<file path="src/rtl/stq_pkg.sv">
// Shared types and constants for the sorted interval table query block.
`timescale 1ns / 1ps
package stq_pkg;

    // Fixed widths of the external fields
    localparam int SAMPLE_PORT_W = 48;
    localparam int CLASS_W       = 5;
    localparam int POS_W         = 6;
    localparam int MASK_W        = 32;
    localparam int MPQ_W         = 7;
    localparam int CFG_IDX_W     = 1;
    localparam int CFG_DATA_W    = 32;

    // Defaults for the top-level parameters
    localparam int DEF_TABLE_DEPTH  = 64;
    localparam int DEF_BLOCK_SIZE   = 16;
    localparam int DEF_CLASS_COUNT  = 32;
    localparam int DEF_SAMPLE_WIDTH = 48;

    // Input item kinds
    localparam logic KIND_INSERT = 1'b0;
    localparam logic KIND_QUERY  = 1'b1;

    // Configuration register indexes
    localparam logic [CFG_IDX_W-1:0] CFG_MASK = 1'd0;
    localparam logic [CFG_IDX_W-1:0] CFG_MPQ  = 1'd1;

    typedef enum logic [1:0] {
        ST_INSERTED = 2'd0,
        ST_FULL     = 2'd1,
        ST_MATCH    = 2'd2,
        ST_NOMATCH  = 2'd3
    } t_status;

    // One result transaction
    typedef struct packed {
        t_status                  status;
        logic [POS_W-1:0]         position;
        logic [SAMPLE_PORT_W-1:0] hit_start;
        logic [SAMPLE_PORT_W-1:0] hit_end;
        logic [CLASS_W-1:0]       hit_class;
        logic                     last;
    } t_res;

    // Control of the cell row
    typedef struct packed {
        logic rot;   // every cell takes its upper neighbor, the top cell takes cell 0
        logic ins;   // open a gap at the insert position and write the new entry
    } t_cell_ctl;

endpackage

</file>
<file path="src/rtl/stq_cell.sv">
// One table cell: holds one interval and moves it along the row.
`timescale 1ns / 1ps
module stq_cell #(
    parameter int SAMPLE_WIDTH = stq_pkg::DEF_SAMPLE_WIDTH,
    parameter int IDX_W        = 6,
    parameter int IDX          = 0
) (
    input  logic                        i_clk,
    input  stq_pkg::t_cell_ctl          i_ctl,
    input  logic [IDX_W-1:0]            i_pos,
    input  logic [SAMPLE_WIDTH-1:0]     i_new_start,
    input  logic [SAMPLE_WIDTH-1:0]     i_new_end,
    input  logic [stq_pkg::CLASS_W-1:0] i_new_class,
    input  logic [SAMPLE_WIDTH-1:0]     i_nxt_start,
    input  logic [SAMPLE_WIDTH-1:0]     i_nxt_end,
    input  logic [stq_pkg::CLASS_W-1:0] i_nxt_class,
    input  logic [SAMPLE_WIDTH-1:0]     i_prv_start,
    input  logic [SAMPLE_WIDTH-1:0]     i_prv_end,
    input  logic [stq_pkg::CLASS_W-1:0] i_prv_class,
    output logic [SAMPLE_WIDTH-1:0]     o_start,
    output logic [SAMPLE_WIDTH-1:0]     o_end,
    output logic [stq_pkg::CLASS_W-1:0] o_class
);

    logic [SAMPLE_WIDTH-1:0]     r_start;
    logic [SAMPLE_WIDTH-1:0]     r_end;
    logic [stq_pkg::CLASS_W-1:0] r_class;

    // rotate toward cell 0, or take the new entry / lower neighbor on insert
    always_ff @(posedge i_clk) begin
        if (i_ctl.rot) begin
            r_start <= i_nxt_start;
            r_end   <= i_nxt_end;
            r_class <= i_nxt_class;
        end else if (i_ctl.ins && i_pos == IDX_W'(IDX)) begin
            r_start <= i_new_start;
            r_end   <= i_new_end;
            r_class <= i_new_class;
        end else if (i_ctl.ins && i_pos < IDX_W'(IDX)) begin
            r_start <= i_prv_start;
            r_end   <= i_prv_end;
            r_class <= i_prv_class;
        end
    end

    assign o_start = r_start;
    assign o_end   = r_end;
    assign o_class = r_class;

endmodule

</file>
<file path="config.mk">
export PLATFORM = sky130hd
export DESIGN_NAME = stq_cell
export DESIGN_NICKNAME = d
export VERILOG_FILES = /design/src/rtl/stq_pkg.sv /design/src/rtl/stq_cell.sv
export SDC_FILE = /design/constraint.sdc
export NUM_CORES = 1
export LEC_CHECK = 0
export ABC_CLOCK_PERIOD_IN_PS = 3800
export BUFFER_PORTS_ARGS = -buffer_cell sky130_fd_sc_hd__buf_4
export CAP_MARGIN = 40
export CORE_AREA = 2 2 160 162
export CTS_CLUSTER_DIAMETER = 120
export CTS_CLUSTER_SIZE = 25
export DETAILED_ROUTE_END_ITERATION = 7
export DIE_AREA = 0 0 162 164
export PLACE_DENSITY = 0.45
export SYNTH_ARGS = -nofsm -noshare
export SYNTH_HDL_FRONTEND = slang
export SYNTH_SLANG_ARGS = --single-unit
</file>
<file path="constraint.sdc">
create_clock -name i_clk -period 3.8 [get_ports i_clk]
set_clock_uncertainty 0.05 [all_clocks]
set_input_delay 0.19 -clock i_clk [delete_from_list [all_inputs] [get_ports i_clk]]
set_output_delay 0.19 -clock i_clk [all_outputs]
set_load 0.1 [all_outputs]
</file>
[Word level (Yosys, flattened, before mapping)]
Cells that the tools add are included.
Widths: inputs -> output; s select.
Word-level totals
  register bits: 101
  input bits: 312
  output and inout port bits: 101
Cells by class
  $lt $le $gt $ge: 1
  muxes and demuxes: 9
  reductions and logical operators: 4
Operators by type and width (count)
  $mux 48: 6
  $mux 5: 3
  $logic_not 6->1: 1
  $lt 6x1->1 const B: 1
  $reduce_bool 3->1: 1
  $logic_and 1x1->1: 2

[Depth between registers and ports, before layout]
Gate-level depths: netlist of run 1.
  word-level depth: 5
  mapped depth: 3

[Worst setup path after synthesis of run 1]
OpenSTA, ideal clock, no wires.
  path kind: input -> register
  start point: in i_ctl[1] in the netlist's numbering
  end point: reg r_class, in the netlist o_class[0] (enable)
  setup time: 0.458 ns
  data arrival time: 2.610 ns
  path slack: 0.681 ns
  stages: 3
  cell sequence: buf_4 > buf_6 > a21o_1
Between the ends
  cells in the longest elaborated chain, start to end: 1
RTL lines
  from (decl): line stq_cell.sv:9  | input stq_pkg::t_cell_ctl i_ctl,
  $reduce_bool 3->1 (no source line)
  to (signal assigned): line stq_cell.sv:34  | r_class <= i_nxt_class;
  to (signal assigned): line stq_cell.sv:38  | r_class <= i_new_class;
  to (signal assigned): line stq_cell.sv:42  | r_class <= i_prv_class;
  to (decl): line stq_cell.sv:27  | logic [stq_pkg::CLASS_W-1:0] r_class;
No other way between the ends.
A chain may end at the register's enable or synchronous reset.

[Worst setup path in the final report of run 1]
  start point: in i_ctl[1] in the netlist's numbering
  end point: reg r_end[17] (netlist: o_end[17]) (enable)
Between the ends
  cells in the longest elaborated chain, start to end: 1
RTL lines
  $reduce_bool 3->1 (no source line)
  to (signal assigned): line stq_cell.sv:33  | r_end <= i_nxt_end;
  to (signal assigned): line stq_cell.sv:37  | r_end <= i_new_end;
  to (signal assigned): line stq_cell.sv:41  | r_end <= i_prv_end;
  to (decl): line stq_cell.sv:26  | logic [SAMPLE_WIDTH-1:0] r_end;
No other way between the ends.

==> impl_metrics.py, run 1 <==
metrics = {
    "clock_network": {
        "cts-hold-fix-buffers": 0,
        "clk_path_buf_depth": 2,
        "clk_pin_slew_ns": 0.08,
        "clockRootBuffer": "sky130_fd_sc_hd__clkbuf_16",
        "numClockSinks": 101,
        "postCtsResizedCells": 0,
        "post_cts_buffers": 0,
        "h-tree-depth": 3,
        "tritoncts.num_buffers": 9,
        "tritoncts": "yes",
    },
    "setup_path": {
        "cp_num_cells": 3,
        "cpLargestDelayFamily": "buffers and inverters",
        "critPathBufInv": 2,
        "critPathCaptureType": "flop",
        "critPathMaxStageDelay_ns": 0.58,
        "cp_data_required_time_ns": 3.77,
        "timing.critical_path.slowest_stage_cell": "sky130_fd_sc_hd__a21o_4",
        "worst_path_fanout_max": 52,
        "worst-setup-path-type": "in2reg",
        "setup.worst_path.start_class": "primary input",
        "critical_path.cell_chain": "buf_6, a21o_4, buf_12",
        "timing.critical_path.arrival_ns": 1.75,
    },
    "logic_synthesis": {
        "synth_area_per_cell_um2": 21.28,
        "netlist_instances": 216,
        "seq_area_frac_synth_pct": 66.00,
        "synth.net_count": 528,
        "synth_seq_cells": 101,
        "synth_unique_cells": 9,
        "synthesis.area_mm2": 0.004596,
        "synth_warnings": 0,
    },
    "detailed_routing": {
        "drt-wirelength-per-cell_um": 15.01,
        "detailedRoute.firstIterationViolations": 69,
        "route.vias.total": 3140,
        "drcViolationCount": 0,
        "avgViaCountPerCell": 3.634,
        "drtAntennaViolNets": 0,
        "drt_wl_total_um": 12970,
        "detailedRoute.firstPassIterationCount": 4,
    },
    "grt": {
        "overflow": 0,
        "globalRouteTotalUtil_pct": 9.434,
        "grt_start_max_net_pins": 53,
        "antenna_found_initial": 0,
        "global_route_wire_length_before_repair_um": 18710,
        "number_of_global_route_vias_before_repair": 3388,
    },
    "floorplan": {
        "placement_rows": 58,
        "initial_utilization_pct": 18.52,
        "die_w_um": 162,
        "floorplan.core_area_mm2": 0.02482,
        "pin_count": 413,
        "die_height_um": 164,
        "die_outline_area_mm2": 0.02657,
    },
    "power": {
        "peakVddDrop_mv": 0.1576,
        "clock_power_share_pct": 26.3,
        "power.density_mw_per_mm2": 476.7,
        "netSwitchingPower_uw": 1371,
        "cellInternalPower_uw": 2245,
        "p_leak_uw": 0.003393,
        "part_of_the_power_in_combinational_logic_pct": 35.6,
        "p_seq_share_pct": 38.2,
        "netSwitchingFraction_pct": 37.91,
    },
    "worst_hold_path": {
        "whs_path_depth": 2,
        "hold_class": "in2reg",
    },
    "layout": {
        "layout-drive-gt1-share_pct": 80.34,
        "num-fill-cells": 2482,
        "top_library_cells_by_usage_in_the_layout_fill_and_taps_aside": "sky130_fd_sc_hd__buf_4 (310), sky130_fd_sc_hd__edfxtp_1 (101), sky130_fd_sc_hd__mux2_4 (79)",
        "layout.cells.most_common": "sky130_fd_sc_hd__buf_4",
        "n_antenna_cell": 0,
        "nets": 841,
        "growth_of_design_area_from_synthesis_to_finish_pct": 65.04,
        "finish.instance_area_mm2": 0.007585,
    },
    "timing": {
        "rsz_0062_raised_after_global_routing": "no",
        "accumulated_negative_setup_slack_ns": 0,
        "clock.fmax_mhz": 559.0,
        "finalSetupViolations": 0,
        "finalWorstPathRequiredPeriod_ns": 1.789,
        "max_slew_margin_pct": 55.14,
        "final.hold.worst_slack_ns": 0.08285,
        "timing.final.hold_violations": 0,
        "timing.final.max_slew_violations": 0,
        "max_slew.worst_pin.slew_ns": 0.6728,
        "post-route-period-util_pct": 47.08,
    },
    "placed_design": {
        "place.port_buffers": 311,
        "detailed_place_hpwl_um": 10140,
        "routabilityCongestion": 0.7408,
        "dpl-instance-area_mm2": 0.007287,
    },
    "flow_run": {
        "max-cap-violations": 0,
    },
    "status": {
        "status": "finished, final reports clean",
    },
}
-- registers in the layout, summed over array words and instances (netlist names) --
name	cells
o_start	48
o_end	48
o_class	5
-- logic make-up (layout without fill, tap and decap cells) --
kind of cell | count (synthesis) | after routing | share of synthesized area [%]
and+or+nand+nor | 2 | 2 | 0.2994
muxes | 101 | 101 | 31.20
buffers and inverters | 11 | 329 | 2.342
DFF | 101 | 101 | 66.00
AOI/OAI and AO/OA | 1 | 1 | 0.1634
-- power groups by stage --
| stage | Clock (µW) | Sequential (µW) | Combinational (µW) |
|---|---|---|---|
| 5_1_grt | 1040 | 1390 | 1330 |
| 4_1_cts | 1000 | 1380 | 1300 |
| 2_1_floorplan | 0 | 2170 | 175 |
| 3_3_place_gp | 0 | 1400 | 1290 |
| 6_report | 950 | 1380 | 1290 |
| 3_5_place_dp | 0 | 1410 | 1300 |
-- synthesized netlist by cell type (all sizes together) --
cell    instances  area share, %
edfxtp        101             66
nor3            1           0.11
mux2          101             31
a21o            1           0.16
buf            11            2.3
nor4b           1           0.19
-- through the flow --
stage | power (µW) | instances | utilization (%) | setup slack (ns)
CTS | 3683 | 864 | 30.56 | 2.021
global placement | 2697 | 848 | 29.36 | 1.696
finish | 3616 | 864 | 30.56 | 2.011
detailed placement | 2704 | 848 | 29.36 | 1.617
floorplan | 2340 | 216 | - | 0.6814
global route | 3760 | 864 | 30.56 | 1.899
-- path summary, 6_finish.rpt --
kind / startpoint / to / slack, ns
setup / recovery: i_ctl[1] / o_end[17] / 2.01
hold / removal: i_new_start[31] / o_start[31] / 0.08
-- layer usage --
metal  vias to the layer above  wire length [µm]  track usage, %
li1                       1476                 -               -
met1                      1458              4914           10.31
met2                       195              6392           16.00
met3                        11              1498           4.520
met4                         0               166           3.379
met5                         -                 0               0
-- final cells by class --
class                      instances  area [µm²]  share of cell area, %
timing repair buffer             313        2379                  31.36
multi-input combinational        104        1463                  19.28
tap                              330       412.9                  5.444
sequential                       101        3033                  39.99
clock inverter                     7       72.57                 0.9568
clock buffer                       9       225.2                  2.969
(Power assumes the default switching activity.)
==> inputs of run 2 (changes only) <==
- ABC_AREA: unset -> 1
- ABC_CLOCK_PERIOD_IN_PS: 3800 -> 1770
- CORE_AREA: 2 2 160 162 -> 2 2 159 161
- DIE_AREA: 0 0 162 164 -> 0 0 161 163
- PLACE_DENSITY: 0.45 -> 0.44
- clock period: 3.8 -> 1.77 ns (I/O delays scaled with it)
==> run 2 against run 1 <==
  * Cell area grew 23%
  * Via count grew 53%
  * First-iteration DRC count up 140%
  * Final cell count increased by 48%
  * Clock-buffer cell count is 2 higher
  * Die area shrank 1.2%
  * Combinational power up 140%
  * Synthesized area decreased by 4.5%
  * Critical path type unchanged
  * Largest power group is now combinational cells
==> impl_metrics.py, run 2 <==
metrics = {
    "setup_path": {
        "worst_path_fanout_max": 1,
        "timing.critical_path.arrival_ns": 1.45,
        "setup.worst_path.start_class": "primary input",
        "critPathMaxStageDelay_ns": 0.56,
        "crit_start": "i_new_end[41]",
        "critPathCaptureType": "flop",
        "cp_data_required_time_ns": 1.81,
        "timing.critical_path.slowest_stage_cell": "sky130_fd_sc_hd__dlygate4sd3_1",
        "critical_path.cell_chain": "dlygate4sd3_1, buf_4, nand2_1, nand2_1, dlygate4sd3_1",
        "worst-setup-path-type": "in2reg",
    },
    "logic_synthesis": {
        "synth_xor_xnor_area_share_pct": 0,
        "synth_seq_cells": 101,
        "asyncSetResetFlopFracSynth_pct": 0,
        "compound_gate_portion_of_the_synthesized_area_pct": 0,
        "synth_top_family_by_area": "simple AND/OR/NAND/NOR gates",
        "yosysTopAreaCell": "sky130_fd_sc_hd__edfxtp_1",
        "post-synth-top-count-cell": "sky130_fd_sc_hd__nand2_1",
        "post_synth_and_or_nand_nor_area_fraction_pct": 26.50,
        "share_of_yosys_cell_area_claimed_by_the_top_area_cell_type_pct": 69.08,
        "synth_unique_cells": 8,
        "synth_area_per_cell_um2": 10.00,
        "seq_area_frac_synth_pct": 69.08,
        "muxShareOfSynthArea_pct": 0,
        "synthesis.area_mm2": 0.004390,
        "synthAdderAreaFrac_pct": 0,
        "ys.flop_type": "sky130_fd_sc_hd__edfxtp_1",
        "synth_warnings": 0,
        "ys_top_cells_by_area": "sky130_fd_sc_hd__edfxtp_1 (69%), sky130_fd_sc_hd__nand2_1 (26%), sky130_fd_sc_hd__buf_6 (2.3%), sky130_fd_sc_hd__buf_2 (1.3%), sky130_fd_sc_hd__inv_1 (0.43%)",
        "netlist_instances": 439,
        "synth.net_count": 751,
        "synth-edff-count": 101,
        "yosys-top-cells-count": "sky130_fd_sc_hd__nand2_1 (308), sky130_fd_sc_hd__edfxtp_1 (101), sky130_fd_sc_hd__buf_2 (11), sky130_fd_sc_hd__buf_6 (9), sky130_fd_sc_hd__inv_1 (5)",
    },
    "detailed_routing": {
        "detailedRoute.firstPassIterationCount": 4,
        "drtAntennaViolNets": 0,
        "drt_wl_total_um": 16340,
        "drcViolationCount": 0,
        "detailedRoute.firstIterationViolations": 165,
        "drt-wirelength-per-cell_um": 12.76,
        "route.vias.total": 4803,
        "avgViaCountPerCell": 3.752,
    },
    "power": {
        "cellInternalPower_uw": 4880,
        "netSwitchingPower_uw": 3095,
        "part_of_the_power_in_combinational_logic_pct": 39.3,
        "netSwitchingFraction_pct": 38.81,
        "power.density_mw_per_mm2": 852.4,
        "p_leak_uw": 0.004460,
        "peakVddDrop_mv": 0.3333,
        "clock_power_share_pct": 23.7,
        "p_seq_share_pct": 37.1,
    },
    "layout": {
        "top_library_cells_by_usage_in_the_layout_fill_and_taps_aside": "sky130_fd_sc_hd__buf_4 (311), sky130_fd_sc_hd__nand2_1 (307), sky130_fd_sc_hd__dlygate4sd3_1 (201)",
        "n_antenna_cell": 0,
        "layout.cells.most_common": "sky130_fd_sc_hd__buf_4",
        "nets": 1257,
        "finish.cell_count_without_fillers": 1280,
        "layout-drive-gt1-share_pct": 34.84,
        "growth_of_design_area_from_synthesis_to_finish_pct": 113.1,
    },
    "timing": {
        "max_slew_margin_pct": 68.59,
        "clock.fmax_mhz": 711.1,
        "post-route-period-util_pct": 79.45,
        "max_slew.worst_pin.slew_ns": 0.4711,
        "rsz_0062_raised_after_global_routing": "no",
        "timing.final.max_slew_violations": 0,
        "accumulated_negative_setup_slack_ns": 0,
        "final.hold.worst_slack_ns": 0.03396,
        "finalWorstPathRequiredPeriod_ns": 1.406,
        "finalSetupViolations": 0,
        "timing.final.hold_violations": 0,
    },
    "clock_network": {
        "tritoncts": "yes",
        "clk_path_buf_depth": 2,
        "h-tree-depth": 3,
        "postCtsResizedCells": 0,
        "clk_pin_slew_ns": 0.07,
        "numClockSinks": 101,
        "clockRootBuffer": "sky130_fd_sc_hd__clkbuf_16",
        "tritoncts.num_buffers": 9,
    },
    "grt": {
        "grt_start_max_net_pins": 102,
        "antenna_found_initial": 0,
        "global_route_wire_length_before_repair_um": 25100,
        "number_of_global_route_vias_before_repair": 5103,
        "overflow": 0,
        "globalRouteTotalUtil_pct": 12.25,
    },
    "placed_design": {
        "place.port_buffers": 311,
        "placedCellCount": 1063,
        "detailed_place_hpwl_um": 10690,
        "routabilityCongestion": 0.7215,
    },
    "floorplan": {
        "die_outline_area_mm2": 0.02624,
        "floorplan.core_area_mm2": 0.02467,
        "pin_count": 413,
        "die_height_um": 163,
        "die_w_um": 161,
        "placement_rows": 58,
        "initial_utilization_pct": 17.79,
    },
    "flow_run": {
        "max-cap-violations": 0,
    },
    "status": {
        "status": "finished, final reports clean",
    },
    "worst_hold_path": {
        "hold_class": "in2reg",
        "hold_path_startpoint": "i_nxt_start[5]",
    },
}
run 2: cell count changes in the layout (fill, tap and decap cells not counted), moves of 2 or more:
cell                            change
sky130_fd_sc_hd__inv_6              -2
sky130_fd_sc_hd__clkinvlp_4         +2
sky130_fd_sc_hd__inv_1              +5
sky130_fd_sc_hd__nor2_1             +2
sky130_fd_sc_hd__mux2_4            -79
sky130_fd_sc_hd__nand2_1          +307
sky130_fd_sc_hd__clkbuf_1           +2
sky130_fd_sc_hd__dlygate4sd3_1    +201
sky130_fd_sc_hd__mux2_2            -22
sky130_fd_sc_hd__buf_12             +3
run 2: path summary, 6_finish.rpt:
kind	to	slack [ns]	cells past startpoint
setup / recovery	o_end[41]	0.36	5
hold / removal	o_start[5]	0.03	3
run 2: repair_timing:
item,4_1_cts,5_1_grt
buffers inserted,0,0
endpoints found under the hold margin,101,0
hold buffers,201,0
endpoints found under the setup margin,0,0
run 2: logic make-up after synthesis:
family | after synthesis
flip-flops | 101
AND/OR/NAND/NOR | 310
buffers and inverters | 28
run 2: power by group through the flow:
stage	registers [µW]	logic (µW)	clock network, µW
after floorplan	4640	273	0
after global placement	3010	2720	0
after detailed placement	3010	2710	0
after CTS	2960	3140	2000
after global routing	2980	3270	2060
final	2960	3130	1890
run 2: final cells by class:
class	instances	area (µm²)
flip-flops and latches	101	3033
inverters	6	23.77
fillers	2507	15320
repair buffers	517	4447
clock buffers	11	232.7
multi-input cells	310	1171
clock inverters	5	36.28
well taps	330	412.9
run 2: critical path: cells and delay by family:
family / cells / cell delay, ns
buffers and inverters: 3 / 1.25
AND/OR/NAND/NOR: 2 / 0.10
run 2: per-stage QoR:
stage | total power (µW) | area [µm²] | util, % | setup slack (ns)
final | 7976 | 9356 | 37.92 | 0.3637
after global routing | 8318 | 9356 | 37.92 | 0.3357
after CTS | 8098 | 9356 | 37.92 | 0.4010
after detailed placement | 5725 | 7076 | 28.68 | 0.3506
after global placement | 5721 | 7076 | 28.68 | 0.3436
after floorplan | 4915 | 4398 | - | 0.2903
run 2: layer usage:
layer,track usage (%),vias to the layer above,wire length (µm),part of all wire (%)
li1,-,2408,-,-
met1,13.09,2162,6518,40
met2,22.26,212,8096,50
met3,4.125,21,1334,8.2
met4,4.870,0,388,2.4
met5,0,-,0,0
==> inputs of run 3 (changes only) <==
- ABC_AREA: 1 -> 0
- ABC_CLOCK_PERIOD_IN_PS: 1770 -> 1200
- CORE_AREA: 2 2 159 161 -> 2 2 160 162
- DIE_AREA: 0 0 161 163 -> 0 0 162 164
- PLACE_DENSITY: 0.44 -> 0.46
- clock period: 1.77 -> 1.2 ns (I/O delays scaled with it)
==> run 3 against run 2 <==
  * The run now fails in 4_1_cts
  * Synthesized cell count shrank 51%
  * Synthesized area up 4.7%
==> impl_metrics.py, run 3 <==
metrics = {
    "logic_synthesis": {
        "share_of_yosys_cell_area_claimed_by_the_top_area_cell_type_pct": 66.00,
        "synth.net_count": 528,
        "synth-edff-count": 101,
        "compound_gate_portion_of_the_synthesized_area_pct": 0.1634,
        "synth_top_family_by_area": "multiplexers",
        "synth_xor_xnor_area_share_pct": 0,
        "synthAdderAreaFrac_pct": 0,
        "ys_top_cells_by_area": "sky130_fd_sc_hd__edfxtp_1 (66%), sky130_fd_sc_hd__mux2_4 (26%), sky130_fd_sc_hd__mux2_2 (5.4%), sky130_fd_sc_hd__buf_6 (2.0%), sky130_fd_sc_hd__buf_2 (0.22%)",
        "synth_area_per_cell_um2": 21.28,
        "synth_unique_cells": 9,
        "post-synth-top-count-cell": "sky130_fd_sc_hd__edfxtp_1",
        "post_synth_and_or_nand_nor_area_fraction_pct": 0.2995,
        "synth_seq_cells": 101,
        "synth_warnings": 0,
        "netlist_instances": 216,
        "ys.flop_type": "sky130_fd_sc_hd__edfxtp_1",
        "asyncSetResetFlopFracSynth_pct": 0,
        "synthesis.area_mm2": 0.004596,
        "yosys-top-cells-count": "sky130_fd_sc_hd__edfxtp_1 (101), sky130_fd_sc_hd__mux2_4 (79), sky130_fd_sc_hd__mux2_2 (22), sky130_fd_sc_hd__buf_6 (8), sky130_fd_sc_hd__buf_2 (2)",
        "yosysTopAreaCell": "sky130_fd_sc_hd__edfxtp_1",
        "seq_area_frac_synth_pct": 66.00,
        "muxShareOfSynthArea_pct": 31.20,
    },
    "floorplan": {
        "placement_rows": 58,
        "pin_count": 413,
        "initial_utilization_pct": 18.52,
        "die_w_um": 162,
        "die_height_um": 164,
    },
    "placed_design": {
        "routabilityCongestion": 0.7359,
        "place.port_buffers": 311,
        "placedCellCount": 875,
        "detailed_place_hpwl_um": 11460,
    },
    "clock_network": {
        "clk_path_buf_depth": 2,
        "clockRootBuffer": "sky130_fd_sc_hd__clkbuf_16",
        "cts-hold-fix-buffers": 179,
        "tritoncts.num_buffers": 9,
        "postCtsResizedCells": 0,
        "numClockSinks": 101,
        "post_cts_buffers": 0,
        "h-tree-depth": 3,
    },
    "status": {
        "first-error": "[ERROR RSZ-0060] Max buffer count reached.",
        "last-stage-reached": "4_1_cts",
        "status": "stopped before the end",
    },
}
==> run 3: changes by cell type after synthesis <==
cell,before,now
sky130_fd_sc_hd__nand2_1,308,0
sky130_fd_sc_hd__buf_6,9,8
sky130_fd_sc_hd__buf_2,11,2
sky130_fd_sc_hd__mux2_4,0,79
sky130_fd_sc_hd__nor2_1,2,0
sky130_fd_sc_hd__buf_4,2,1
sky130_fd_sc_hd__inv_1,5,0
sky130_fd_sc_hd__nor3_1,0,1
sky130_fd_sc_hd__inv_2,1,0
sky130_fd_sc_hd__mux2_2,0,22
sky130_fd_sc_hd__a21o_1,0,1
sky130_fd_sc_hd__nor4b_1,0,1
==> run 3: kinds of logic after synthesis <==
| logic type | Yosys count |
|---|---|
| AOI/OAI and AO/OA | 1 |
| buffers and inverters | 11 |
| DFF | 101 |
| muxes | 101 |
| and+or+nand+nor | 2 |
==> run 3: through the flow <==
stage               cell area, µm²  setup slack, ns
floorplan                     4626          -0.3309
global placement              7542          -0.1236
detailed placement            7542          -0.1474
==> inputs of run 4 (changes only) <==
- ABC_CLOCK_PERIOD_IN_PS: 1200 -> 1600
- CTS_CLUSTER_DIAMETER: 120 -> unset
- CTS_CLUSTER_SIZE: 25 -> unset
- PLACE_DENSITY: 0.46 -> unset
- PLACE_DENSITY_LB_ADDON: unset -> 0.15
- clock period: 1.2 -> 1.6 ns (I/O delays scaled with it)
==> run 4 against run 3 <==
  * The run again fails in 4_1_cts
  * Synthesized area did not move
  * Synthesized cell count is the same
==> impl_metrics.py, run 4 <==
metrics = {
    "placed_design": {
        "detailed_place_hpwl_um": 10400,
        "dpl-instance-area_mm2": 0.007383,
        "placedCellCount": 855,
        "routabilityCongestion": 0.7270,
        "place.port_buffers": 311,
    },
    "logic_synthesis": {
        "netlist_instances": 216,
        "synth_unique_cells": 9,
        "ys_top_cells_by_area": "sky130_fd_sc_hd__edfxtp_1 (66%), sky130_fd_sc_hd__mux2_4 (26%), sky130_fd_sc_hd__mux2_2 (5.4%), sky130_fd_sc_hd__buf_6 (2.0%), sky130_fd_sc_hd__buf_2 (0.22%)",
        "yosys-top-cells-count": "sky130_fd_sc_hd__edfxtp_1 (101), sky130_fd_sc_hd__mux2_4 (79), sky130_fd_sc_hd__mux2_2 (22), sky130_fd_sc_hd__buf_6 (8), sky130_fd_sc_hd__buf_2 (2)",
        "ys.flop_type": "sky130_fd_sc_hd__edfxtp_1",
        "synthesis.area_mm2": 0.004596,
        "share_of_yosys_cell_area_claimed_by_the_top_area_cell_type_pct": 66.00,
        "synth.net_count": 528,
        "asyncSetResetFlopFracSynth_pct": 0,
        "synth-edff-count": 101,
        "synth_seq_cells": 101,
        "synth_area_per_cell_um2": 21.28,
        "post-synth-top-count-cell": "sky130_fd_sc_hd__edfxtp_1",
        "synth_warnings": 0,
        "seq_area_frac_synth_pct": 66.00,
        "yosysTopAreaCell": "sky130_fd_sc_hd__edfxtp_1",
    },
    "status": {
        "last-stage-reached": "4_1_cts",
        "first-error": "[ERROR RSZ-0060] Max buffer count reached.",
        "status": "stopped before the end",
    },
    "floorplan": {
        "die_height_um": 164,
        "die_w_um": 162,
        "pin_count": 413,
        "initial_utilization_pct": 18.52,
        "placement_rows": 58,
    },
    "clock_network": {
        "cts-hold-fix-buffers": 176,
        "h-tree-depth": 3,
        "tritoncts.num_buffers": 9,
        "clk_path_buf_depth": 2,
        "postCtsResizedCells": 0,
        "post_cts_buffers": 0,
        "clockRootBuffer": "sky130_fd_sc_hd__clkbuf_16",
        "numClockSinks": 101,
    },
}
-- run 4: cell counts after synthesis --
Identical to the previous run, type by type.
-- run 4: metrics by stage --
step,worst slack [ns],hold slack (ns)
floorplan,0.01802,0.2475
global placement,0.1874,0.3317
detailed placement,0.2006,0.3339
-- run 4: kinds of logic after synthesis --
group	synth area share, %
and+or+nand+nor	0.2994
muxes	31.20
AOI/OAI and AO/OA	0.1634
buffers and inverters	2.342
DFF	66.00
